[config.mk]
export PLATFORM = sky130hd
export DESIGN_NAME = qts_mul
export DESIGN_NICKNAME = d
export VERILOG_FILES = /design/src/sv/qts_pkg.sv /design/src/sv/qts_mul.sv
export SDC_FILE = /design/constraint.sdc
export NUM_CORES = 2
export LEC_CHECK = 0
export BUFFER_PORTS_ARGS = -buffer_cell sky130_fd_sc_hd__buf_4
export CAP_MARGIN = 20
export CORE_MARGIN = 2
export CORE_UTILIZATION = 35
export DETAILED_ROUTE_END_ITERATION = 16
export PLACE_DENSITY = 0.5
export SETUP_SLACK_MARGIN = 0.4
export SYNTH_ARGS = -nofsm -noshare
export SYNTH_HDL_FRONTEND = slang
export SYNTH_SLANG_ARGS = --single-unit
[constraint.sdc]
create_clock -name clk -period 30.1 [get_ports clk]
set_clock_uncertainty 0.2 [all_clocks]
set_input_delay 1.505 -clock clk [delete_from_list [all_inputs] [get_ports clk]]
set_output_delay 1.505 -clock clk [all_outputs]
set_load 0.03 [all_outputs]
[src/sv/qts_pkg.sv]
// ----------------------------------------------------------------------------
// qts_pkg
// Shared types, widths and constants for the quintic trajectory sampler.
// ----------------------------------------------------------------------------
package qts_pkg;

	localparam int JOINTS_DEF = 7;

	localparam int ANGLE_W = 32;
	localparam int TIME_W  = 64;
	localparam int DUR_W   = 32;
	localparam int JNUM_W  = 3;

	// shared wide multiplier: 32 x 96 in 32-bit chunks
	localparam int MUL_AW     = 32;
	localparam int MUL_BW     = 96;
	localparam int MUL_PW     = 128;
	localparam int MUL_CHUNKS = MUL_BW / MUL_AW;

	// shared divider: 72-bit dividend, 64-bit divisor, 32 quotient bits
	localparam int DIV_NW = 72;
	localparam int DIV_DW = 64;
	localparam int DIV_QW = 32;

	localparam logic [30:0] ONE30   = 31'h4000_0000;
	localparam logic [31:0] MILLION = 32'd1000000;

	localparam logic OP_LOAD   = 1'b0;
	localparam logic OP_SAMPLE = 1'b1;

	localparam logic [1:0] CFG_MODE     = 2'd0;
	localparam logic [1:0] CFG_START    = 2'd1;
	localparam logic [1:0] CFG_DURATION = 2'd2;

	typedef enum logic [4:0] {
		ST_IDLE,
		ST_TIME,
		ST_DIVU,
		ST_U2,
		ST_U3,
		ST_S,
		ST_W,
		ST_SV,
		ST_SA,
		ST_KV,
		ST_KA1,
		ST_KA2,
		ST_DD,
		ST_RD,
		ST_DIST,
		ST_PM,
		ST_VM,
		ST_VD,
		ST_AM,
		ST_AD,
		ST_EMIT
	} qts_state_t;

	// clip a Q15.16 magnitude and apply its sign
	function automatic logic [31:0] sat_q16(input logic [31:0] quo, input logic ovf,
			input logic neg);
		logic [32:0] mag;
		logic [32:0] lim;
		mag = ovf ? 33'h1_0000_0000 : {1'b0, quo};
		if (neg) begin
			lim = (mag > 33'h0_8000_0000) ? 33'h0_8000_0000 : mag;
			return 32'(33'd0 - lim);
		end
		lim = (mag > 33'h0_7FFF_FFFF) ? 33'h0_7FFF_FFFF : mag;
		return lim[31:0];
	endfunction

endpackage

[src/sv/qts_mul.sv]
// ----------------------------------------------------------------------------
// qts_mul
// Sequential 32 x 96 multiplier, one 32 x 32 partial product per cycle.
// ----------------------------------------------------------------------------
module qts_mul (
	input  logic                         clk,
	input  logic                         arst_n,
	input  logic                         start,
	input  logic [qts_pkg::MUL_AW-1:0]   a,
	input  logic [qts_pkg::MUL_BW-1:0]   b,
	output logic [qts_pkg::MUL_PW-1:0]   prod,
	output logic                         done
);
	import qts_pkg::*;

	logic [MUL_AW-1:0]   a_q;
	logic [MUL_BW-1:0]   b_q;
	logic [MUL_PW-1:0]   acc_q;
	logic [1:0]          cnt_q;
	logic                busy_q;
	logic                done_q;
	logic [MUL_AW-1:0]   chunk;
	logic [2*MUL_AW-1:0] part;
	logic [MUL_PW-1:0]   part_sh;

	always_comb begin
		chunk   = b_q[cnt_q*MUL_AW +: MUL_AW];
		part    = a_q * chunk;
		part_sh = MUL_PW'(part) << (cnt_q * MUL_AW);
	end

	always_ff @(posedge clk or negedge arst_n) begin
		if (!arst_n) begin
			busy_q <= 1'b0;
			done_q <= 1'b0;
			cnt_q  <= '0;
		end else begin
			done_q <= 1'b0;
			if (start) begin
				busy_q <= 1'b1;
				cnt_q  <= '0;
			end else if (busy_q) begin
				cnt_q <= cnt_q + 2'd1;
				if (cnt_q == 2'(MUL_CHUNKS - 1)) begin
					busy_q <= 1'b0;
					done_q <= 1'b1;
				end
			end
		end
	end

	always_ff @(posedge clk) begin
		if (start) begin
			a_q   <= a;
			b_q   <= b;
			acc_q <= '0;
		end else if (busy_q) begin
			acc_q <= acc_q + part_sh;
		end
	end

	assign prod = acc_q;
	assign done = done_q;

endmodule

Word level (Yosys, flattened, before mapping). Index checks and enable logic that the tools add are counted.

Word-level logic and storage cells: 21. Flip-flop bits (word level): 260. Output and inout port bits: 129. Bits of input ports: 131.

Multiply operators: 1. Shifts and indexed selects: 2. Add/subtract/negate cells: 2. Reduce and logical (&&, ||, !) cells: 1. Equal/unequal tests: 1. Multiplexer cells: 8.

Operators with widths (number): 128-bit adder (1); 64-bit by 7-bit << shifter with 128-bit output (1); 96-bit by 8-bit indexed part select with 32-bit output (1); 32-bit by 32-bit multiplier with 64-bit output (1); 1-bit two-way mux (6); 2-bit two-way mux (2); 2-bit by 1-bit adder with 2-bit output (second input constant) (1); 2-bit equality test (second input constant) (1); 2-bit nonzero test (1).

Logic depth before layout (Yosys ltp).
Depth after elaboration: 4. Gate-level depth with buffers: 52. Depth with buffers taken out: 47.

Worst setup path before layout. OpenSTA, ideal clock, no wires.

Kind: flip-flop to flip-flop. From: register cnt_q[1]. To: register acc_q[124] (netlist: prod[124]). Cell stages (with the launch flop): 42. Setup time: 0.126 ns. Slack: 18.391 ns. Clock period less this slack: 11.709 ns. Arrival: 11.383 ns. Data required time: 29.774 ns. Path buffers: 4. Cell sequence: dfrtp_1 -> clkbuf_1 -> buf_1 -> mux2i_1 -> o21ai_0 -> clkbuf_1 -> and2_1 -> fa_1 -> fa_1 -> inv_1 -> fa_1 -> fa_1 -> fa_1 -> inv_1 -> fa_1 -> fa_1 -> fa_1 -> ha_1 -> (+6 left out) -> o21a_1 -> or4_1 -> nand2_1 -> xnor2_1 -> mux2_2 -> nor2_1 -> ha_1 -> clkbuf_1 -> nand4_1 -> or4_1 -> or4_1 -> a2111oi_2 -> a21oi_1 -> o21ai_2 -> nand2_1 -> o31ai_2 -> xnor2_1 -> o21ai_1.

Cells in the longest elaborated chain, start to end: 4.

Ends and longest elaborated chain: start, declared (line qts_mul.sv:19) `logic [1:0] cnt_q;`; start signal, assigned (line qts_mul.sv:43) `cnt_q <= cnt_q + 2'd1;`; 96-bit by 8-bit indexed part select with 32-bit output (line qts_mul.sv:27) `chunk = b_q[cnt_q*MUL_AW +: MUL_AW];`; 32-bit by 32-bit multiplier with 64-bit output (line qts_mul.sv:28) `part = a_q * chunk;`; 64-bit by 7-bit << shifter with 128-bit output * (line qts_mul.sv:29) `part_sh = MUL_PW'(part) << (cnt_q * MUL_AW);`; 128-bit adder * (line qts_mul.sv:58) `acc_q <= acc_q + part_sh;`; end signal, assigned (line qts_mul.sv:58); end, declared (line qts_mul.sv:18) `logic [MUL_PW-1:0] acc_q;`.

Mark *: on every way between the ends. The rest lies on a longest branch, timed or not. A chain may end at the register's enable or synchronous reset.

Worst setup path after layout.
From: register cnt_q[1]. To: register acc_q[120] (netlist: prod[120]).

Same word-level chain as after synthesis.

==> results.cfg <==
[global_route]
grt_pass1_vias = 42934
grt_max_degree = 66
grt_first_pass_wirelength_mm = 270
track_usage = 0.240
grt_overflow = 0
antenna_found_initial = 7

[yosys]
syn_inst = 5782
netlist_top_cells_count = inv_1 (898), fa_1 (897), nand2_1 (698), and2_1 (621), ha_1 (391)
async_flop_share = 0.0154
yosysMostFrequentCell = inv_1
synth_area_um2 = 51100
synth_area_leaders = fa_1 (35%), ha_1 (9.6%), and2_1 (7.6%), edfxtp_1 (7.5%), inv_1 (6.6%)
synthFlopType = edfxtp_1
syn-mean-instance-area_um2 = 8.83
ys_seq_elements = 260
ys_warn_count = 0
ys_types = 76
syn-num-nets = 7201
ys_seq_area_frac = 0.127
yosys.area.top_type_share = 0.352
synth_edf_count = 128
yosys.area.top_type = fa_1

[clocking]
h-tree-depth = 2
cts.clk_slew.worst_paths_ns = 0.06
cts_buffer_depth = 3
cts_root_buf = clkbuf_16
tritoncts = done
cts.sinks = 260
post_cts_buffers = 0
ctsResizeCount = 0
insertion_delay_ns = 0.62
holdBufCountCts = 0
numCtsBuffers = 38

[floorplanning]
die_h_um = 386
dieArea_um2 = 149000
start_util = 0.352
num_rows = 140
core_um2 = 145000
ios = 260
die_x_um = 386

[timing]
fin_setup_tns_ns = 0
finalHoldViolations = 0
layout_min_cycle_time_ns = 14.68
setup_viol = 0
finalMaxSlewViolations = 0
rsz0062_at_grt = no
worst_slew_pin_slew_ns = 1.14
fin_crit_sh = 0.488
fmax_mhz = 68.1
slew_headroom = 0.233

[detailed_routing]
drc = 0
drtAntennaViolNets = 0
vias_per_cell = 5.20
wl_mm = 176
dr.pass1.iters = 7
vias = 40325
drt-initial-drc-count = 2346
wl_per_cell_um = 22.7

[critical_path]
path_max_fanout = 34
critical_path_required_ns = 30.36
critical_path_class = flop to flop
endpoint_kind = flop
crit_arrival_ns = 14.93
crit_top_cell = fa_1
slowest_stage = a2111oi_2
cp-start-kind = flop
critPathMaxStageDelay_ns = 0.76

[hold_path]
hold_class = flop to flop

[cells_and_area]
fillerInstances = 14908
nets = 7228
seq_area_um2 = 6520
post-route-util = 0.387
multi_input_comb_area_um2 = 40000
layout-drive-gt1-share = 0.0808
syn_to_final_growth_pct = 9.96

[placed_design]
routabilityCongestion = 0.939
place_hpwl_mm = 142
io_buffers = 259

[outcome]
status = complete, no violations

[run]
max-cap-violations = 0
[layout make-up]
| class | count | share of cell area |
|---|---|---|
| Tap cell | 1917 | 0.0427 |
| Clock inverter | 29 | 0.00610 |
| Multi-Input combinational cell | 4264 | 0.712 |
| Inverter | 898 | 0.0600 |
| Clock buffer | 40 | 0.0171 |
| Antenna cell | 2 | 0.0000891 |
| Timing Repair Buffer | 347 | 0.0465 |
| Sequential cell | 260 | 0.116 |
[final timing paths]
kind	startpoint	to	slack, ns	cells after the start
worst max-delay path	cnt_q[1]$_DFFE_PN0P_	prod[120]$_SDFFE_PP0P_	15.42	43
worst min-delay path	prod[117]$_SDFFE_PP0P_	prod[117]$_SDFFE_PP0P_	0.28	2
worst max register to register	cnt_q[1]$_DFFE_PN0P_	prod[120]$_SDFFE_PP0P_	15.42	43
worst min register to register	prod[117]$_SDFFE_PP0P_	prod[117]$_SDFFE_PP0P_	0.28	2
max in group asynchronous	arst_n	cnt_q[1]$_DFFE_PN0P_	29.03	1
min in group asynchronous	arst_n	done$_DFF_PN0_	0.50	1
[logic make-up (layout without fill, tap and decap cells)]
group                    Yosys count  count (layout)  synth area share
flip-flops                       260             260             0.127
AO/OA/AOI/OAI                    848             848             0.103
AND/OR/NAND/NOR                 1843            1843             0.178
adder cells (fa/ha/maj)         1288            1288             0.447
XOR/XNOR                         183             183            0.0314
other                              0               2                 0
buffers and inverters           1258            1314            0.0929
multiplexers                     102             102            0.0201
[cells in the final DEF, fill, tap and decap left out, drive strengths merged, types with 7 or more instances in the layout]
cell type	netlist	routed
or4	7	7
nor3	31	31
nand4	86	86
edfxtp	128	128
and2	621	621
inv	898	901
nor4	10	10
nor2b	21	21
a21boi	11	11
and3	14	14
nand2b	30	30
nor2	268	268
xnor2	108	108
a221oi	10	10
o21ai	245	245
a21oi	242	242
xor2	75	75
nand3	32	32
o21a	31	31
nand2	698	698
a31oi	20	20
a21o	108	108
and4	7	7
ha	391	391
fa	897	897
or3	9	9
a22o	10	10
buf	23	346
o31ai	13	13
clkbuf	337	41
o21bai	35	35
dfxtp	128	128
o22ai	43	43
clkinv	0	16
a211oi	23	23
mux2i	98	98
[per-stage QoR]
| step | hold WS, ns | setup slack, ns | std cells | area, um2 |
|---|---|---|---|---|
| floorplan | 0.337 | 18.39 | 5782 | 51100 |
| detailed placement | 0.279 | 15.63 | 7684 | 54800 |
| global route | 0.313 | 14.75 | 7756 | 56200 |
| global placement | 0.276 | 15.59 | 7684 | 54800 |
| CTS | 0.287 | 15.53 | 7753 | 56100 |
| finish | 0.281 | 15.42 | 7757 | 56200 |
[worst max-delay path: cells and delay by family, from the launching register on]
family          cells  cell delay (ns)
fa+ha+maj          10             4.69
compound gates     16             4.44
simple gates        8             2.60
buf+inv             6             0.99
flops               1             0.75
xor+xnor            2             0.52
mux                 1             0.25
[state kept, by name (all words and copies together) (netlist names)]
signal / cells
a_q: 32
done: 1
b_q: 96
busy_q: 1
cnt_q: 2
prod: 128
[metal layers]
metal | part of all wire | track usage | vias up
li1 | - | - | 18323
met1 | 0.44 | 0.329 | 20797
met2 | 0.48 | 0.400 | 1014
met3 | 0.047 | 0.0269 | 187
met4 | 0.031 | 0.0700 | 4
met5 | 0.00013 | 0 | -
Power is left out: the tool's default activity adds up to more than one toggle a clock period on the data nets, which glitch-free logic cannot reach.
