--- src/sv/qts_ram.sv ---
// ----------------------------------------------------------------------------
// qts_ram
// Generic single-write, single-read RAM with registered read data.
// ----------------------------------------------------------------------------
module qts_ram #(
	parameter int WIDTH = 64,
	parameter int DEPTH = 7,
	parameter int AW    = (DEPTH > 1) ? $clog2(DEPTH) : 1
) (
	input  logic             clk,
	input  logic             we,
	input  logic [AW-1:0]    waddr,
	input  logic [WIDTH-1:0] wdata,
	input  logic             re,
	input  logic [AW-1:0]    raddr,
	output logic [WIDTH-1:0] rdata
);

	logic [WIDTH-1:0] mem [DEPTH];

	always_ff @(posedge clk) begin
		if (we) begin
			mem[waddr] <= wdata;
		end
		if (re) begin
			rdata <= mem[raddr];
		end
	end

endmodule

--- config.mk ---
export PLATFORM = sky130hd
export DESIGN_NAME = qts_ram
export DESIGN_NICKNAME = d
export VERILOG_FILES = /design/src/sv/qts_ram.sv
export SDC_FILE = /design/constraint.sdc
export NUM_CORES = 1
export LEC_CHECK = 0
export BUFFER_PORTS_ARGS = -buffer_cell sky130_fd_sc_hd__buf_4
export CAP_MARGIN = 20
export CORE_ASPECT_RATIO = 0.5
export CORE_MARGIN = 4
export CORE_UTILIZATION = 45
export CTS_CLUSTER_SIZE = 20
export DETAILED_ROUTE_END_ITERATION = 7
export PLACE_DENSITY = 0.67
export SLEW_MARGIN = 15
export SYNTH_ARGS = -nofsm -noshare
export SYNTH_HDL_FRONTEND = slang
export SYNTH_SLANG_ARGS = --single-unit
export TNS_END_PERCENT = 100
--- constraint.sdc ---
create_clock -name clk -period 7.05 [get_ports clk]
set_input_delay 0.705 -clock clk [delete_from_list [all_inputs] [get_ports clk]]
set_output_delay 0.705 -clock clk [all_outputs]
set_load 0.05 [all_outputs]
Word-level counts from Yosys, hierarchy flattened
Memories as Yosys holds them, arrays and structs flattened. A register that Yosys moved wholly into a read port is not among the register bits.
Index checks and enable logic that the tools add are counted.
{"block": "totals", "memories": 1, "latchBits": 0, "mem_bits_ro": 0, "ram_bits": 448, "input_bits": 73, "output_inout_bits": 64, "reg_bits": 0, "word_cells": 3}
{"block": "classes", "div": 0, "bitwise": 0, "n_addsub": 0, "n_lt_le_gt_ge": 0, "reduce_logical": 0, "muxes": 2, "eq_ne": 0, "multipliers": 0, "n_shift": 0}
{"memory": "mem", "words": 7, "word_bits": 64, "read_ports": 1, "rd_clocked_by_memory_dff": 1, "write_ports": 1, "line": "19", "rtl": "logic [WIDTH-1:0] mem [DEPTH];"}
{"cell": "1-bit 2-to-1 mux", "n": 2}

Depth between registers and ports, before layout
Gate-level depths: netlist of run 1.
{"block": "depth", "depth_word": 2, "ltp_mapped": 6, "depth_no_buf": 3}

Worst setup path after synthesis of run 1
OpenSTA, ideal clock, no wires.
{"block": "synth_timing", "path_type": "input port to flip-flop", "startpoint": "input port waddr[0]", "endpoint": "memory mem[0][0] (enable)", "path_stages": 2, "path_buffers": 0, "setup_time_ns": 0.565, "t_arrival_ns": 5.236, "path_slack_ns": 1.249, "cell_sequence": "nand2b_1 -> nor3_1"}
{"element": "from (decl)", "line": "12", "rtl": "input logic [AW-1:0] waddr,"}
{"element": "to (decl)", "line": "19"}
No word-level cell before the write port.

==> results of run 1 <==
## worst max-delay path, delay by kind of cell
family	cells	cell delay [ns]
buffers and inverters	2	1.19
and+or+nand+nor	1	0.78
AOI/OAI and AO/OA	1	0.19
## flip-flops by register name (all words and copies together) (netlist names)
register and flops:
rdata 64, mem 448
## worst paths after layout
path,start,slack (ns),cells after the start,to
max,raddr[0],4.38,4,rdata[58]
min,wdata[20],0.37,1,mem[4][20]
max reg2reg,mem[2][63],5.78,3,rdata[63]
min reg2reg,mem[1][62],0.63,2,rdata[62]
## power breakdown
| part | switching, mW | internal (mW) | leakage [nW] |
|---|---|---|---|
| clock | 1.04 | 1.37 | 0.698 |
| combinational | 0.326 | 0.181 | 2.57 |
| sequential | 0.0293 | 3.48 | 4.70 |
## layout make-up
cell class,count,area [um^2],share of cell area (%)
Clock inverter,19,156.4,0.6752
Timing Repair Buffer,151,1154,4.981
Sequential cell,512,15370,66.38
Tap cell,588,735.7,3.176
Multi-Input combinational cell,398,4467,19.28
Clock buffer,62,1275,5.505
## cell families (layout without fill, tap and decap cells)
kind of cell / Yosys count / in the layout / share of synthesized area [%]
DFF: 512 / 512 / 76.03
muxes: 192 / 192 / 11.01
AOI/OAI and AO/OA: 128 / 128 / 8.490
and+or+nand+nor: 78 / 78 / 2.320
buffers and inverters: 57 / 232 / 2.141
## cell usage after synthesis, types with 3 or more instances
master / number / share of area [%]
buf_12: 6 / 0.59
buf_2: 22 / 0.54
buf_4: 16 / 0.59
buf_6: 3 / 0.17
clkbuf_1: 7 / 0.13
clkbuf_4: 3 / 0.11
edfxtp_1: 512 / 76
mux2_2: 4 / 0.22
mux2_4: 60 / 4.5
mux2i_1: 128 / 6.3
nand2b_1: 67 / 2.1
nor2_1: 5 / 0.093
o211ai_1: 4 / 0.15
o211ai_2: 60 / 3.7
o221ai_1: 4 / 0.17
o221ai_2: 60 / 4.5
## metal layers
layer | wire, um | up-vias | part of all wire (%)
met3 | 1166 | 45 | 3.0
met5 | 0 | - | 0
met2 | 20750 | 134 | 54
met1 | 16010 | 4809 | 42
met4 | 641 | 0 | 1.7
li1 | - | 4230 | -
## per-stage QoR
| stage | cells | area (um^2) | hold WS, ns |
|---|---|---|---|
| after floorplan | 967 | 20220 | 0.5827 |
| after global placement | 1649 | 21730 | 0.5931 |
| after detailed placement | 1649 | 21730 | 0.6188 |
| after CTS | 1730 | 23160 | 0.3463 |
| after global routing | 1730 | 23160 | 0.3544 |
| final | 1730 | 23160 | 0.3705 |
==> flow_summary_export.csv, run 1 <==
group,metric,value,unit
status,status,"finished, final reports clean",
synthesis,syn_inst,967,
timing,post-route-period-util,37.92,%
timing,max_freq,0.3740,GHz
timing,finClkSkew,0.007204,ns
timing,slew_headroom,17.69,%
setup_path,slowest_stage,"or2_4",
setup_path,crit_top_cell,"buf_4",
setup_path,end_kind,"register",
placement,pre_cts_ws,3.775,ns
clock_network,cts.sinks,512,
setup_path,cp.arrival,2.94,ns
global_route,overflow,0,
synthesis,syn_nets,1040,
global_route,grt_pass1_wl,57.62,mm
placement,port_buffers,136,
clock_network,cts_setup_buffers,0,
floorplanning,die_width,307.8,um
power,p_per_area,277.4,nW/um^2
clock_network,hold_buffers,0,
timing,worstMarginPinSlew,1.235,ns
global_route,grt_max_degree,130,
clock_network,cts.clk_slew.worst_paths,0.06,ns
synthesis,ys_ff_latch,512,
finish,drive_gt1_share,35.11,%
finish,nFillCells,3391,
finish,fin_util,52.66,%
detailed_routing,avgViaCountPerCell,5.328,
clock_network,cts_tree,"done",
synthesis,synth_cell_types,20,
finish,areaGrowthSynthToFinish,14.55,%
synthesis,seq_area_frac_synth,76.03,%
synthesis,yosys_warnings,0,
global_route,antenna_found_initial,0,
placement,place_congestion,0.6949,
setup_path,cp_max_fo,38,
detailed_routing,wl_per_cell,22.30,um
finish,nNetsFinal,1182,
synthesis,synth_ff_type,"edfxtp_1",
setup_path,startpoint_type,"input port",
synthesis,netlist_area,20220,um^2
job,cap_violations,0,
synthesis,synthArstFlopShare,0,%
timing,drv_slew,0,
global_route,busiest_layer,"met2",
detailed_routing,routed_wl,38.57,mm
placement,place_hpwl,20.07,mm
setup_path,worstPathRequired,7.32,ns
timing,hold_viol_final,0,
floorplanning,io_pins,137,
finish,diodes,0,
finish,final_common_cell,"edfxtp_1",
synthesis,synth_edf_count,512,
timing,post-route-min-period,2.674,ns
timing,layout_setup_ws,4.376,ns
power,peakVddDrop,199.1,uV
detailed_routing,firstDrtPassIters,4,
detailed_routing,postRouteAntennaNets,0,
timing,rsz0062_at_grt,"false",
global_route,grt.met3_usage,2.286,%
clock_network,cts.path.max_buffers,3,
floorplanning,coreArea,43980,um^2
floorplanning,fp-row-count,54,
floorplanning,start_util,45.97,%
global_route,grt_use_met1,19.60,%
power,power_leakage,7.971,nW
power,power,6.426,mW
clock_network,insertion_delay,0.55,ns
clock_network,cts_resized,0,
global_route,grt_pass1_vias,9438,
timing,setup_tns,0,ns
clock_network,cts_inserted_buffers,46,
finish,mostFrequentLayoutCells,"edfxtp_1, buf_4, mux2i_1, nand2b_1",
timing,setup_viol,0,
detailed_routing,drt_iter0_drc,813,
detailed_routing,drc,0,
setup_path,crit_chain,"buf_4 -> or2_4 -> buf_4 -> o221ai_2",
synthesis,avgSynthCellArea,20.91,um^2
clock_network,clockRootBuffer,"clkbuf_16",
floorplanning,die_height,157.9,um
global_route,use_met2,29.19,%
detailed_routing,vias,9218,
clock_network,cts_max_level,2,
setup_path,critPathMaxStageDelay,0.78,ns
global_route,grt_use_total,15.69,%
floorplanning,die_area,48600,um^2
hold_path,hold_path.class,"in -> reg",
setup_path,crit_type,"in -> reg",
Power figures use the tool's default switching activity.
==> inputs of run 2 (changes only) <==
--- a/config.mk
+++ b/config.mk
@@ -5,6 +5,7 @@
 export SDC_FILE = /design/constraint.sdc
 export NUM_CORES = 1
 export LEC_CHECK = 0
+export ABC_AREA = 1
 export BUFFER_PORTS_ARGS = -buffer_cell sky130_fd_sc_hd__buf_4
 export CAP_MARGIN = 20
 export CORE_ASPECT_RATIO = 0.5
==> constraint.sdc (replaced) <==
create_clock -name clk -period 2.7 [get_ports clk]
set_input_delay 0.27 -clock clk [delete_from_list [all_inputs] [get_ports clk]]
set_output_delay 0.27 -clock clk [all_outputs]
set_load 0.05 [all_outputs]
==> run 2 against run 1 <==
Compared with the run above: clock-buffer cell count decreased by 5; routed wire length increased by 15%; non-clock buffer count up 92; sequential power rose to 2.6 times the previous value; critical path type is now reg -> out; critical endpoint is now rdata[6].
==> flow_summary_export.csv, run 2 <==
group,metric,value,unit
finish,nNetsFinal,2057,
synthesis,synth_compound_area_share,0,%
synthesis,yosys_warnings,0,
clock_network,cts.path.max_buffers,3,
setup_path,crit_chain,"buf_4",
setup_path,cp_max_fo,1,
setup_path,crit_type,"reg -> out",
timing,worstMarginPinSlew,0.7387,ns
power,switching_power,3.825,mW
power,pwr-share-clk,37.5,%
clock_network,cts_resized,0,
finish,top_register,"mem",
synthesis,syn_inst,1777,
floorplanning,coreArea,45280,um^2
floorplanning,die_area,49590,um^2
global_route,grt_use_met1,22.49,%
synthesis,post_synth_xor_area_fraction,0,%
hold_path,hp-start,"waddr[2]",
timing,finClkSkew,0.009597,ns
clock_network,clockRootBuffer,"clkbuf_16",
global_route,grt_pass1_vias,12690,
power,p_per_area,683.9,nW/um^2
synthesis,avgSynthCellArea,11.62,um^2
floorplanning,die_width,311.0,um
timing,hold_slack,0.2069,ns
detailed_routing,drc,0,
synthesis,synth_common_cells,"nand2_1, edfxtp_1, inv_1",
synthesis,synth_top_area_share,74.45,%
clock_network,cts_tree,"done",
status,status,"finished, final reports clean",
floorplanning,start_util,45.61,%
synthesis,synth_edf_count,512,
setup_path,worstPathRequired,2.43,ns
finish,nFillCells,3678,
synthesis,yosys.area.top_type,"edfxtp_1",
finish,areaGrowthSynthToFinish,20.11,%
finish,multi_input_area,3946,um^2
clock_network,cts.clk_slew.worst_paths,0.06,ns
power,power_frac_seq,54.0,%
placement,place_area,22710,um^2
synthesis,synth.area.mux_share,0,%
timing,post-route-period-util,55.04,%
finish,mostFrequentLayoutCells,"nand2_1, edfxtp_1, inv_1, nand3_1, buf_4",
synthesis,synth_cell_types,14,
global_route,antenna_found_initial,1,
setup_path,rr_worst_depth,3,
timing,slew_headroom,50.64,%
power,p_sw_share,22.55,%
hold_path,min_delay_path_depth,3,
synthesis,synth_ff_type,"edfxtp_1",
clock_network,cts.sinks,512,
power,p_int,13.14,mW
setup_path,critPathMaxStageDelay,0.44,ns
global_route,grt_max_degree,118,
finish,seq_area,15370,um^2
power,peakVddDrop,448.6,uV
placement,place_hpwl,23.51,mm
global_route,busiest_layer,"met2",
global_route,grt_pass1_wl,69.42,mm
global_route,grt_use_total,17.74,%
job,cap_violations,0,
finish,top_regs,"mem (448), rdata (64)",
placement,place_congestion,0.7350,
power,power,16.97,mW
synthesis,synth-simple-area-share,18.84,%
setup_path,rrSetupSlack,1.62,ns
setup_path,end_kind,"output pin",
setup_path,crit_family,"flip-flops",
timing,drv_slew,0,
detailed_routing,drt_iter0_drc,914,
timing,max_freq,0.6729,GHz
detailed_routing,avgViaCountPerCell,4.885,
hold_path,min_to,"mem[6][16]",
clock_network,cts_inserted_buffers,46,
synthesis,seq_area_frac_synth,74.45,%
global_route,use_met2,31.51,%
setup_path,r2r-end,"rdata[32]",
setup_path,r2r-start,"mem[6][32]",
hold_path,hold_path.class,"in -> reg",
finish,final_common_cell,"nand2_1",
finish,drive_gt1_share,13.62,%
clock_network,insertion_delay,0.56,ns
finish,fin_area,24810,um^2
setup_path,cp.arrival,1.22,ns
timing,post-route-min-period,1.486,ns
synthesis,synthArstFlopShare,0,%
detailed_routing,firstDrtPassIters,5,
setup_path,startpoint_type,"register",
detailed_routing,postRouteAntennaNets,0,
placement,port_buffers,136,
detailed_routing,routed_wl,44.29,mm
global_route,overflow,0,
timing,hold_viol_final,0,
global_route,grt.met3_usage,2.692,%
synthesis,netlist_area,20650,um^2
synthesis,synth_fa_ha_area_share,0,%
timing,rsz0062_at_grt,"false",
finish,largest_reg_flops,448,
timing,setup_tns,0,ns
power,power_leakage,10.26,nW
detailed_routing,wl_per_cell,16.92,um
clock_network,cts_setup_buffers,0,
power,p_comb_share,8.5,%
floorplanning,fp-row-count,55,
setup_path,slowest_stage,"edfxtp_1",
floorplanning,die_height,159.5,um
synthesis,syn_nets,1850,
floorplanning,io_pins,137,
clock_network,cts_max_level,2,
timing,setup_viol,0,
synthesis,synth.area.top_cells,"edfxtp_1, nand2_1, nand3_1",
detailed_routing,vias,12790,
synthesis,yosysMostFrequentCell,"nand2_1",
synthesis,synth_top_family_by_area,"simple AND/OR/NAND/NOR gates",
synthesis,ys_ff_latch,512,
setup_path,critPathBufInv,1,
## run 2: tightest hold or removal path, stage by stage
cell    delay [ns]
buf_4         0.11
inv_1         0.12
nor3_4        0.08
## run 2: area by class of cell
cell class	instances	area share (%)
Antenna cell	1	0.01009
Clock buffer	57	5.064
Clock inverter	26	0.7869
Inverter	262	4.005
Multi-Input combinational cell	919	15.91
Sequential cell	512	61.98
Tap cell	598	3.016
Timing Repair Buffer	243	9.226
## run 2: how the worst max path moves through the flow
stage,slack [ns],startpoint,end,cells past startpoint
after CTS,1.18,rdata[6],rdata[6],1
after global placement,0.78,raddr[0],rdata[13],8
after global routing,1.17,rdata[6],rdata[6],1
after floorplan,-0.90,waddr[1],mem[4][0],3
final,1.21,rdata[6],rdata[6],1
after detailed placement,0.74,raddr[0],rdata[61],8
## run 2: cells by family after synthesis
kind of cell,count (synthesis)
buf+inv,346
flops,512
simple gates,919
## run 2: repair_timing
item	in CTS	in global routing
endpoints found under the setup margin	0	0
hold buffers	64	0
hold endpoints to repair	448	0
## run 2: per-layer routing
| metal | part of all wire (%) | vias up |
|---|---|---|
| met5 | 0 | - |
| met1 | 42 | 6172 |
| met2 | 50 | 300 |
| li1 | - | 6234 |
| met4 | 2.6 | 0 |
| met3 | 5.1 | 83 |
## run 2: power groups by stage
stage | Sequential, mW | Combinational, mW | Clock (mW)
after detailed placement | 9.33 | 1.38 | 0
after CTS | 9.16 | 1.46 | 6.47
after floorplan | 9.59 | 0.560 | 0
after global placement | 9.33 | 1.35 | 0
final | 9.16 | 1.45 | 6.36
after global routing | 9.18 | 1.59 | 6.80
## run 2: through the flow
step	utilization (%)	std cells	setup slack [ns]
after floorplan	-	1777	-0.8967
after global placement	50.15	2470	0.7820
after detailed placement	50.15	2470	0.7358
after CTS	54.77	2617	1.175
after global routing	54.78	2618	1.175
final	54.78	2618	1.214
