File: src/sv/qts_pkg.sv
// ----------------------------------------------------------------------------
// qts_pkg
// Shared types, widths and constants for the quintic trajectory sampler.
// ----------------------------------------------------------------------------
package qts_pkg;

	localparam int JOINTS_DEF = 7;

	localparam int ANGLE_W = 32;
	localparam int TIME_W  = 64;
	localparam int DUR_W   = 32;
	localparam int JNUM_W  = 3;

	// shared wide multiplier: 32 x 96 in 32-bit chunks
	localparam int MUL_AW     = 32;
	localparam int MUL_BW     = 96;
	localparam int MUL_PW     = 128;
	localparam int MUL_CHUNKS = MUL_BW / MUL_AW;

	// shared divider: 72-bit dividend, 64-bit divisor, 32 quotient bits
	localparam int DIV_NW = 72;
	localparam int DIV_DW = 64;
	localparam int DIV_QW = 32;

	localparam logic [30:0] ONE30   = 31'h4000_0000;
	localparam logic [31:0] MILLION = 32'd1000000;

	localparam logic OP_LOAD   = 1'b0;
	localparam logic OP_SAMPLE = 1'b1;

	localparam logic [1:0] CFG_MODE     = 2'd0;
	localparam logic [1:0] CFG_START    = 2'd1;
	localparam logic [1:0] CFG_DURATION = 2'd2;

	typedef enum logic [4:0] {
		ST_IDLE,
		ST_TIME,
		ST_DIVU,
		ST_U2,
		ST_U3,
		ST_S,
		ST_W,
		ST_SV,
		ST_SA,
		ST_KV,
		ST_KA1,
		ST_KA2,
		ST_DD,
		ST_RD,
		ST_DIST,
		ST_PM,
		ST_VM,
		ST_VD,
		ST_AM,
		ST_AD,
		ST_EMIT
	} qts_state_t;

	// clip a Q15.16 magnitude and apply its sign
	function automatic logic [31:0] sat_q16(input logic [31:0] quo, input logic ovf,
			input logic neg);
		logic [32:0] mag;
		logic [32:0] lim;
		mag = ovf ? 33'h1_0000_0000 : {1'b0, quo};
		if (neg) begin
			lim = (mag > 33'h0_8000_0000) ? 33'h0_8000_0000 : mag;
			return 32'(33'd0 - lim);
		end
		lim = (mag > 33'h0_7FFF_FFFF) ? 33'h0_7FFF_FFFF : mag;
		return lim[31:0];
	endfunction

endpackage

File: src/sv/qts_div.sv
// ----------------------------------------------------------------------------
// qts_div
// Restoring divider, one quotient bit per cycle, with quotient overflow flag.
// ----------------------------------------------------------------------------
module qts_div (
	input  logic                        clk,
	input  logic                        arst_n,
	input  logic                        start,
	input  logic [qts_pkg::DIV_NW-1:0]  num,
	input  logic [qts_pkg::DIV_DW-1:0]  den,
	output logic [qts_pkg::DIV_QW-1:0]  quo,
	output logic                        ovf,
	output logic                        done
);
	import qts_pkg::*;

	logic [DIV_DW-1:0] rem_q;
	logic [DIV_DW-1:0] den_q;
	logic [DIV_QW-1:0] low_q;
	logic [DIV_QW-1:0] quo_q;
	logic              ovf_q;
	logic [4:0]        cnt_q;
	logic              busy_q;
	logic              done_q;
	logic [DIV_DW:0]   trial;
	logic              fits;

	always_comb begin
		trial = {rem_q, low_q[DIV_QW-1]};
		fits  = trial >= {1'b0, den_q};
	end

	always_ff @(posedge clk or negedge arst_n) begin
		if (!arst_n) begin
			busy_q <= 1'b0;
			done_q <= 1'b0;
			cnt_q  <= '0;
		end else begin
			done_q <= 1'b0;
			if (start) begin
				busy_q <= 1'b1;
				cnt_q  <= '0;
			end else if (busy_q) begin
				cnt_q <= cnt_q + 5'd1;
				if (cnt_q == 5'(DIV_QW - 1)) begin
					busy_q <= 1'b0;
					done_q <= 1'b1;
				end
			end
		end
	end

	always_ff @(posedge clk) begin
		if (start) begin
			// quotient would not fit in DIV_QW bits
			ovf_q <= DIV_DW'(num[DIV_NW-1:DIV_QW]) >= den;
			rem_q <= DIV_DW'(num[DIV_NW-1:DIV_QW]);
			low_q <= num[DIV_QW-1:0];
			den_q <= den;
			quo_q <= '0;
		end else if (busy_q) begin
			rem_q <= fits ? DIV_DW'(trial - {1'b0, den_q}) : trial[DIV_DW-1:0];
			low_q <= {low_q[DIV_QW-2:0], 1'b0};
			quo_q <= {quo_q[DIV_QW-2:0], fits};
		end
	end

	assign quo  = quo_q;
	assign ovf  = ovf_q;
	assign done = done_q;

endmodule
File: config.mk
export PLATFORM = sky130hd
export DESIGN_NAME = qts_div
export DESIGN_NICKNAME = d
export VERILOG_FILES = /design/src/sv/qts_pkg.sv /design/src/sv/qts_div.sv
export SDC_FILE = /design/constraint.sdc
export NUM_CORES = 1
export LEC_CHECK = 0
export ABC_AREA = 1
export CAP_MARGIN = 25
export CORE_MARGIN = 2
export CORE_UTILIZATION = 35
export DETAILED_ROUTE_END_ITERATION = 6
export DONT_BUFFER_PORTS = 1
export PLACE_DENSITY = 0.52
export SLEW_MARGIN = 15
export SYNTH_ARGS = -nofsm -noshare
export SYNTH_HDL_FRONTEND = slang
export SYNTH_SLANG_ARGS = --single-unit
File: constraint.sdc
create_clock -name clk -period 3.6 [get_ports clk]
set_input_delay 0.18 -clock clk [delete_from_list [all_inputs] [get_ports clk]]
set_output_delay 0.18 -clock clk [all_outputs]
set_load 0.01 [all_outputs]
-- Yosys cells after proc, flatten, opt, wreduce, memory -nomap -nowiden
Cells that the tools add are included.
- bits in latches: 0
- word-level logic and storage cells: 28
- register bits after elaboration: 200
- output and inout bits: 34
- memories kept: 0
- ROM bits: 0
- RAM bits: 0
- magnitude comparators: 2
- multipliers: 0
- equal/unequal tests: 1
- reductions and logical operators: 1
- bitwise logic cells: 0
- shift operators: 0
- add/sub/neg operators: 2
- divide/modulo/power cells: 0
- mux-type cells: 13
- operator list (kind ; number):
    $mux W40 ; 2
    $ge A65 B64 Y1 ; 1
    $ge A40 B64 Y1 ; 1
    $mux W32 ; 2
    $mux W64 ; 1
    $sub A64 B64 Y64 ; 1
    $mux W5 ; 2
    $mux W1 ; 6
    $add A5 B1 Y5 const B ; 1
    $eq A5 B5 Y1 const B ; 1
    $reduce_bool A2 Y1 ; 1

-- Depth between registers and ports, before layout
Gate-level depths: netlist of run 1.
- word-level depth: 4
- mapped depth: 19

-- Worst setup path after synthesis of run 1
No wires, ideal clock.
- path kind: reg2reg
- from: register busy_q
- to: register low_q[0], enable pin
- library setup time: 0.465 ns
- clock period less this slack: 3.357 ns
- arrival: 2.893 ns
- cell stages (with the launch flop): 5
- slack: 0.243 ns
- buffers on the path: 2
- data required time: 3.135 ns
- cell sequence: dfrtp_1 -> buf_2 -> nor2_1 -> inv_1 -> clkbuf_1
- word-level cells in the longest chain between the ends: 1
- RTL lines (element ; line ; text):
    start: declaration ; qts_div.sv:23 ; logic busy_q;
    start signal: assignment ; qts_div.sv:35 ; busy_q <= 1'b0;
    start signal: assignment ; qts_div.sv:41 ; busy_q <= 1'b1;
    start signal: assignment ; qts_div.sv:46 ; busy_q <= 1'b0;
    $reduce_bool A2 Y1 (no line) ; n/a ;
    end signal: assignment ; qts_div.sv:58 ; low_q <= num[DIV_QW-1:0];
    end signal: assignment ; qts_div.sv:63 ; low_q <= {low_q[DIV_QW-2:0], 1'b0};
    end: declaration ; qts_div.sv:19 ; logic [DIV_QW-1:0] low_q;
Every way passes these cells.
A chain may end at the register's enable or synchronous reset.

-- Worst setup path in the final report of run 1
- from: register den_q[62]
- to: register rem_q[5], data pin
- word-level cells in the longest chain between the ends: 4
- RTL lines (element ; line ; text):
    start: declaration ; qts_div.sv:18 ; logic [DIV_DW-1:0] den_q;
    start signal: assignment ; qts_div.sv:59 ; den_q <= den;
    $ge A65 B64 Y1 ; qts_div.sv:30 ; fits = trial >= {1'b0, den_q};
    $mux W64 ; qts_div.sv:62 ; rem_q <= fits ? DIV_DW'(trial - {1'b0, den_q}) : trial[DIV_DW-1:0];
    $mux W40 ; qts_div.sv:61 ; end else if (busy_q) begin
    $mux W40 ; qts_div.sv:54 ; if (start) begin
    end signal: assignment ; qts_div.sv:57 ; rem_q <= DIV_DW'(num[DIV_NW-1:DIV_QW]);
    end signal: assignment ; qts_div.sv:62 ;
    end: declaration ; qts_div.sv:17 ; logic [DIV_DW-1:0] rem_q;
Every way passes these cells. The select of a mux whose other input is x is not followed.

==> results of run 1 <==
layout by cell type, fill, tap and decap left out, types with 7 or more instances in the layout:
cell           count
a21oi_1           97
buf_4              8
clkbuf_16         18
dfrtp_1            7
dfxtp_1           56
dlygate4sd3_1    138
edfxtp_1         137
ha_1             106
inv_1            345
inv_2             12
nand2_1          631
nand3_1           97
nand4_1           12
nor2_1           142
nor2_2            17
nor3_1            27
nor4_1             8
o21ai_0           97
o21ai_1           25
o21bai_1          16
o22ai_1           29
or2_1             11
xnor2_1           26
final cells by class:
cell class | instances | area (um^2)
fillers | 4147 | 23200
multi-input cells | 1396 | 7220
flip-flops and latches | 200 | 5410
repair buffers | 148 | 1490
inverters | 360 | 1350
well taps | 525 | 657
clock buffers | 18 | 450
clock inverters | 14 | 168
routing by layer:
layer / wire length (um) / GRT usage (%) / vias up
li1: - / - / 6663
met1: 21900 / 30.0 / 5998
met2: 20200 / 35.2 / 274
met3: 2010 / 4.17 / 49
met4: 1240 / 8.74 / 0
met5: 0 / 0 / -
cell families (layout without fill, tap and decap cells):
kind of cell | after synthesis | in the layout | share of synthesized area [%]
AO/OA/AOI/OAI | 290 | 290 | 11.2
XOR/XNOR | 31 | 31 | 1.91
adder cells (fa/ha/maj) | 107 | 107 | 9.48
buffers and inverters | 400 | 540 | 11.1
flip-flops | 200 | 200 | 38.1
AND/OR/NAND/NOR | 968 | 968 | 28.2
sequential cells by signal, indices dropped and copies added (netlist names):
| name | cells |
|---|---|
| done | 1 |
| ovf | 1 |
| quo | 32 |
| busy_q | 1 |
| rem_q | 64 |
| low_q | 32 |
| den_q | 64 |
| cnt_q | 5 |
per-stage QoR:
stage               hold WS [ns]  worst slack [ns]
detailed placement        -0.115             0.602
global route               0.110             0.269
global placement          -0.115             0.592
CTS                       0.0518             0.567
floorplan                 -0.116             0.243
finish                     0.105             0.584
synthesized netlist by cell type (11+ instances only):
| cell type | n | share of area [%] |
|---|---|---|
| nand2_1 | 631 | 17 |
| inv_1 | 346 | 9.1 |
| nor2_1 | 143 | 3.8 |
| edfxtp_1 | 137 | 29 |
| ha_1 | 106 | 9.3 |
| a21oi_1 | 97 | 3.4 |
| nand3_1 | 97 | 3.4 |
| o21ai_0 | 97 | 3.4 |
| dfxtp_1 | 56 | 7.9 |
| o22ai_1 | 29 | 1.3 |
| nor3_1 | 27 | 0.95 |
| xnor2_1 | 26 | 1.6 |
| clkbuf_1 | 25 | 0.66 |
| o21ai_1 | 25 | 0.88 |
| nor2_2 | 16 | 0.70 |
| o21bai_1 | 16 | 0.85 |
| inv_2 | 12 | 0.32 |
| nand4_1 | 12 | 0.53 |
| or2_1 | 11 | 0.48 |
what timing repair did:
action                                 in CTS  in global routing
resized for setup                           0                  0
hold buffers                              139                  0
setup endpoints to repair                   0                  0
endpoints found under the hold margin     213                  0
critical path, cell delays in order (launching register included):
cell,delay (ns)
edfxtp_1,0.38
inv_1,0.09
ha_1,0.31
a21oi_1,0.33
o21ai_0,0.13
a21oi_1,0.21
nand3_1,0.15
nor2_2,0.25
nand2_8,0.33
buf_4,0.32
o21ai_0,0.15
o21ai_0,0.09
worst max-delay path by stage:
| stage | slack (ns) | depth (start not counted) | endpoint |
|---|---|---|---|
| 2_1_floorplan | 0.24 | 4 | low_q[0]$_SDFFCE_PN0P_ |
| 3_3_place_gp | 0.59 | 15 | rem_q[11]$_DFFE_PP_ |
| 3_5_place_dp | 0.60 | 14 | rem_q[5]$_DFFE_PP_ |
| 4_1_cts | 0.57 | 14 | rem_q[5]$_DFFE_PP_ |
| 5_1_grt | 0.27 | 15 | rem_q[9]$_DFFE_PP_ |
| 6_report | 0.58 | 11 | rem_q[5]$_DFFE_PP_ |
power by group:
group / switching (mW) / internal, mW
logic: 3.52 / 1.81
registers: 0.228 / 2.90
clock network: 1.09 / 0.993
==> results.ini, run 1 <==
[floorplan]
coreArea_um2 = 39900
die_h_um = 205
fp.dieW_um = 205
die_area_um2 = 42200
start_util_pct = 35.6
ios = 173
rows = 73

[layout]
instances_no_fill = 2661
final_cell_area_um2 = 16800
num-nets-final = 2369
n_antenna_cell = 0
area_growth_syn_to_layout_pct = 17.9
final_util_pct = 42.0
drive_gt1_share_pct = 4.07

[critical_path]
cp_max_fo = 84
worstSetupEndpointType = flop
r2r-end = rem_q[5]$_DFFE_PP_
startpoint = den_q[62]$_DFFE_PP_
critPathKind = reg2reg
rrSetupSlack_ns = 0.58
worst-endpoint-arrival_ns = 3.24
cp.required_ns = 3.82
reg2reg_from = den_q[62]$_DFFE_PP_
startpoint_type = flop
reg2regPathDepth = 11

[place]
dp_cells = 2490
place_congestion = 0.970
hpwl_um = 35300
portBuffers = 0
dpl_cell_area_um2 = 14700

[hold_path]
hold_depth = 3
hp-start = num[71]
hold_class = in2reg
hold_end = ovf$_DFFE_PP_

[clocking]
cts_max_level = 4
numCtsBuffers = 17
cts-root-buf = clkbuf_16
cts.reportedPaths.clkPinSlew_ns = 0.08
clk_latency_ns = 0.51
cts_buffer_depth = 2
postCtsSetupBuffers = 0
cts_num_sinks = 200
tritoncts = built

[run]
max_cap_violations = 0

[drt]
routed_wl_um = 45300
ant_nets = 0
drtIter0Drc = 726
vias = 12984
viasPerCell = 4.88
post_drt_wl_per_cell_um = 17.0
drcViolationCount = 0
drtPass1Iterations = 5

[sta]
rsz0062_at_grt = false
fmax_mhz = 332
finClkSkew_ns = 0.0193
finalCritPeriodShare_pct = 83.8
worstMarginPinSlew_ns = 0.848
tns_ns = 0
timing.slew.headroom_pct = 43.4
hold_viol = 0
setup_viol = 0
finalMaxSlewViolations = 0
post-route-min-period_ns = 3.02

[outcome]
outcome = finished, final reports clean

[synth]
syn_area_um2 = 14200
yosysSeqAreaShare_pct = 38.1
ys.flop_type = edfxtp_1
ys_seq_elements = 200
synth-edff-count = 137
avgSynthCellArea_um2 = 7.12
synthesis.nets = 2242
postSynthCellCount = 1996
yosys.cell_types.count = 49
synthArstFlopShare_pct = 3.50
ys_warn_count = 0

[pwr]
ir_worst_vdd_mv = 0.380
p_leak_nw = 7.97
power.density_nw_per_um2 = 630
total_power_mw = 10.5

[grt]
grt_pass1_vias = 13016
groute.usage.overall_pct = 22.3
grt_pass1_wl_um = 71100
antenna_found_initial = 0
gr-total-overflow = 0
grt_max_degree = 165

Power figures use the tool's default switching activity.
==> run 2: changes to the inputs <==
--- a/config.mk
+++ b/config.mk
@@ -11,7 +11,7 @@
 export CORE_UTILIZATION = 35
 export DETAILED_ROUTE_END_ITERATION = 6
 export DONT_BUFFER_PORTS = 1
-export PLACE_DENSITY = 0.52
+export PLACE_DENSITY = 0.5
 export SLEW_MARGIN = 15
 export SYNTH_ARGS = -nofsm -noshare
 export SYNTH_HDL_FRONTEND = slang
==> constraint.sdc (replaced) <==
create_clock -name clk -period 3.1 [get_ports clk]
set_input_delay 0.155 -clock clk [delete_from_list [all_inputs] [get_ports clk]]
set_output_delay 0.155 -clock clk [all_outputs]
set_load 0.01 [all_outputs]
==> run 2 against run 1 <==
Against the previous run:
- clock power is 14% higher
- via count up 2.5%
- die area is the same
- first-iteration DRC count increased by 23%
- clock skew fell by 0.0051 ns
- maximum frequency grew 3.8%
- register-to-register slack lost 0.39 ns
- worst setup slack got worse by 0.39 ns
- highest routed layer unchanged
==> results.ini, run 2 (synthesis results as in run 1) <==
[sta]
worstMarginPinSlew_ns = 0.895
finalMaxSlewViolations = 0
finClkSkew_ns = 0.0141
post-route-min-period_ns = 2.90
hold_viol = 0
fmax_mhz = 344
timing.slew.headroom_pct = 40.3
tns_ns = 0
finalCritPeriodShare_pct = 93.7
setup_viol = 0
rsz0062_at_grt = false

[critical_path]
worst-endpoint-arrival_ns = 3.29
crit_chain = ha_1, nand2_1, nor2_1, inv_1, nor2_1, inv_1, nor3_1, nand4_1, nand3_1, nand3_1, nand2_1, nand2_1
cp_top_family = simple AND/OR/NAND/NOR gates
cp.required_ns = 3.49
critPathBufInv = 2
worstSetupEndpointType = flop
cp_slowest_cell = nor3_1
reg2reg_from = rem_q[22]$_DFFE_PP_
r2r-end = rem_q[54]$_SDFFE_PP0P_
reg2regPathDepth = 12
rrSetupSlack_ns = 0.20
startpoint_type = flop
cp_max_fo = 4
critPathKind = reg2reg
crit_top_cell = nand2_1
max_stage_delay_ns = 0.43

[grt]
grt_pass1_wl_um = 74100
grt_busiest_layer = met2
grt_pass1_vias = 13409
use_met3_pct = 5.23
grt_max_degree = 90
groute.usage.overall_pct = 23.2
gr-total-overflow = 0
grt_use_met2_pct = 36.1
antenna_found_initial = 0
met1_usage_pct = 31.6

[layout]
nFillCells = 4126
multi_input_area_um2 = 7280
top_regs = den_q x64, rem_q x64
most-common-layout-cells = 631 x nand2_1, 345 x inv_1, 213 x dlygate4sd3_1
n_antenna_cell = 0
final_common_cell = nand2_1
seq_area_um2 = 5410
area_growth_syn_to_layout_pct = 24.4
drive_gt1_share_pct = 4.76
final_cell_area_um2 = 17700
num-nets-final = 2459

[pwr]
power.density_nw_per_um2 = 712
total_power_mw = 12.6
pwr-share-clk_pct = 18.9
ir_worst_vdd_mv = 0.530
power_frac_comb_pct = 52.0
sw_frac_of_total_pct = 44.8
power.switching_mw = 5.64
p_int_mw = 6.95
p_leak_nw = 8.27
seq_power_share_pct = 29.2

[floorplan]
start_util_pct = 35.6
fp.dieW_um = 205
ios = 173
die_area_um2 = 42200
die_h_um = 205
rows = 73
coreArea_um2 = 39900

[clocking]
tritoncts = built
cts-root-buf = clkbuf_16
cts.reportedPaths.clkPinSlew_ns = 0.08
cts_num_sinks = 200
clk_latency_ns = 0.50
numCtsBuffers = 17
cts_max_level = 4
cts_buffer_depth = 2

[outcome]
outcome = finished, final reports clean

[drt]
drtIter0Drc = 890
post_drt_wl_per_cell_um = 17.2
viasPerCell = 4.84
drtPass1Iterations = 5
vias = 13306
ant_nets = 0
drcViolationCount = 0
routed_wl_um = 47300

[place]
place_congestion = 0.957
dpl_cell_area_um2 = 14900
hpwl_um = 36000
portBuffers = 0

[run]
max_cap_violations = 0

[hold_path]
hold_class = in2reg
hold_end = ovf$_DFFE_PP_
hp-start = num[71]
hold_depth = 3

-- run 2: changes by cell type in the layout (fill, tap and decap cells not counted), moves of 3 or more --
cell	previous run	this run
buf_4	8	21
dlygate4sd3_1	138	213
ha_1	106	103
ha_4	0	3
inv_12	4	0
inv_6	1	5
inv_8	5	2
-- run 2: routing by layer --
layer  share of wire (%)  wire (um)
met5                   0          0
met4                 2.6       1250
met3                 5.1       2430
met2                  44      20900
met1                  48      22800
-- run 2: power groups by stage --
stage	registers (mW)	clock network [mW]	logic (mW)
2_1_floorplan	3.60	0	4.54
3_3_place_gp	3.71	0	6.21
3_5_place_dp	3.71	0	6.23
4_1_cts	3.66	2.47	6.50
5_1_grt	3.73	2.54	7.36
6_report	3.67	2.37	6.55
-- run 2: through the flow --
step	utilization [%]	hold WS [ns]	instances	setup WS [ns]
finish	44.3	0.0860	2751	0.196
global route	44.3	0.0783	2751	0.00234
CTS	44.2	0.0223	2751	0.166
detailed placement	37.2	-0.140	2505	0.172
global placement	37.2	-0.140	2505	0.192
floorplan	-	-0.141	1996	0.811
-- run 2: how the worst max path moves through the flow --
stage	from	endpoint	cells past startpoint
after floorplan	rem_q[38]$_DFFE_PP_	rem_q[0]$_DFFE_PP_	13
after global placement	rem_q[34]$_DFFE_PP_	rem_q[35]$_DFFE_PP_	15
after detailed placement	rem_q[33]$_DFFE_PP_	rem_q[46]$_SDFFE_PP0P_	13
after CTS	rem_q[33]$_DFFE_PP_	rem_q[13]$_DFFE_PP_	13
after global routing	den_q[52]$_DFFE_PP_	rem_q[26]$_DFFE_PP_	14
final	rem_q[22]$_DFFE_PP_	rem_q[54]$_SDFFE_PP0P_	12
-- run 2: repair_timing --
action / in CTS / in global routing
hold buffers: 214 / 0
setup buffers: 0 / 0
resized for setup: 0 / 8
hold endpoints to repair: 213 / 0
setup endpoints to repair: 0 / 24
-- run 2: cell type report --
cell class,count,area share (%)
sequential,200,30.6
multi-input combinational,1396,41.1
timing repair buffer,238,13.4
clock buffer,22,2.93
clock inverter,10,0.509
inverter,360,7.66
tap,525,3.71
-- run 2: worst min-delay path, delay by kind of cell --
family	cells	cell delay [ns]
AOI/OAI and AO/OA	2	0.18
adders and majority gates	1	0.13
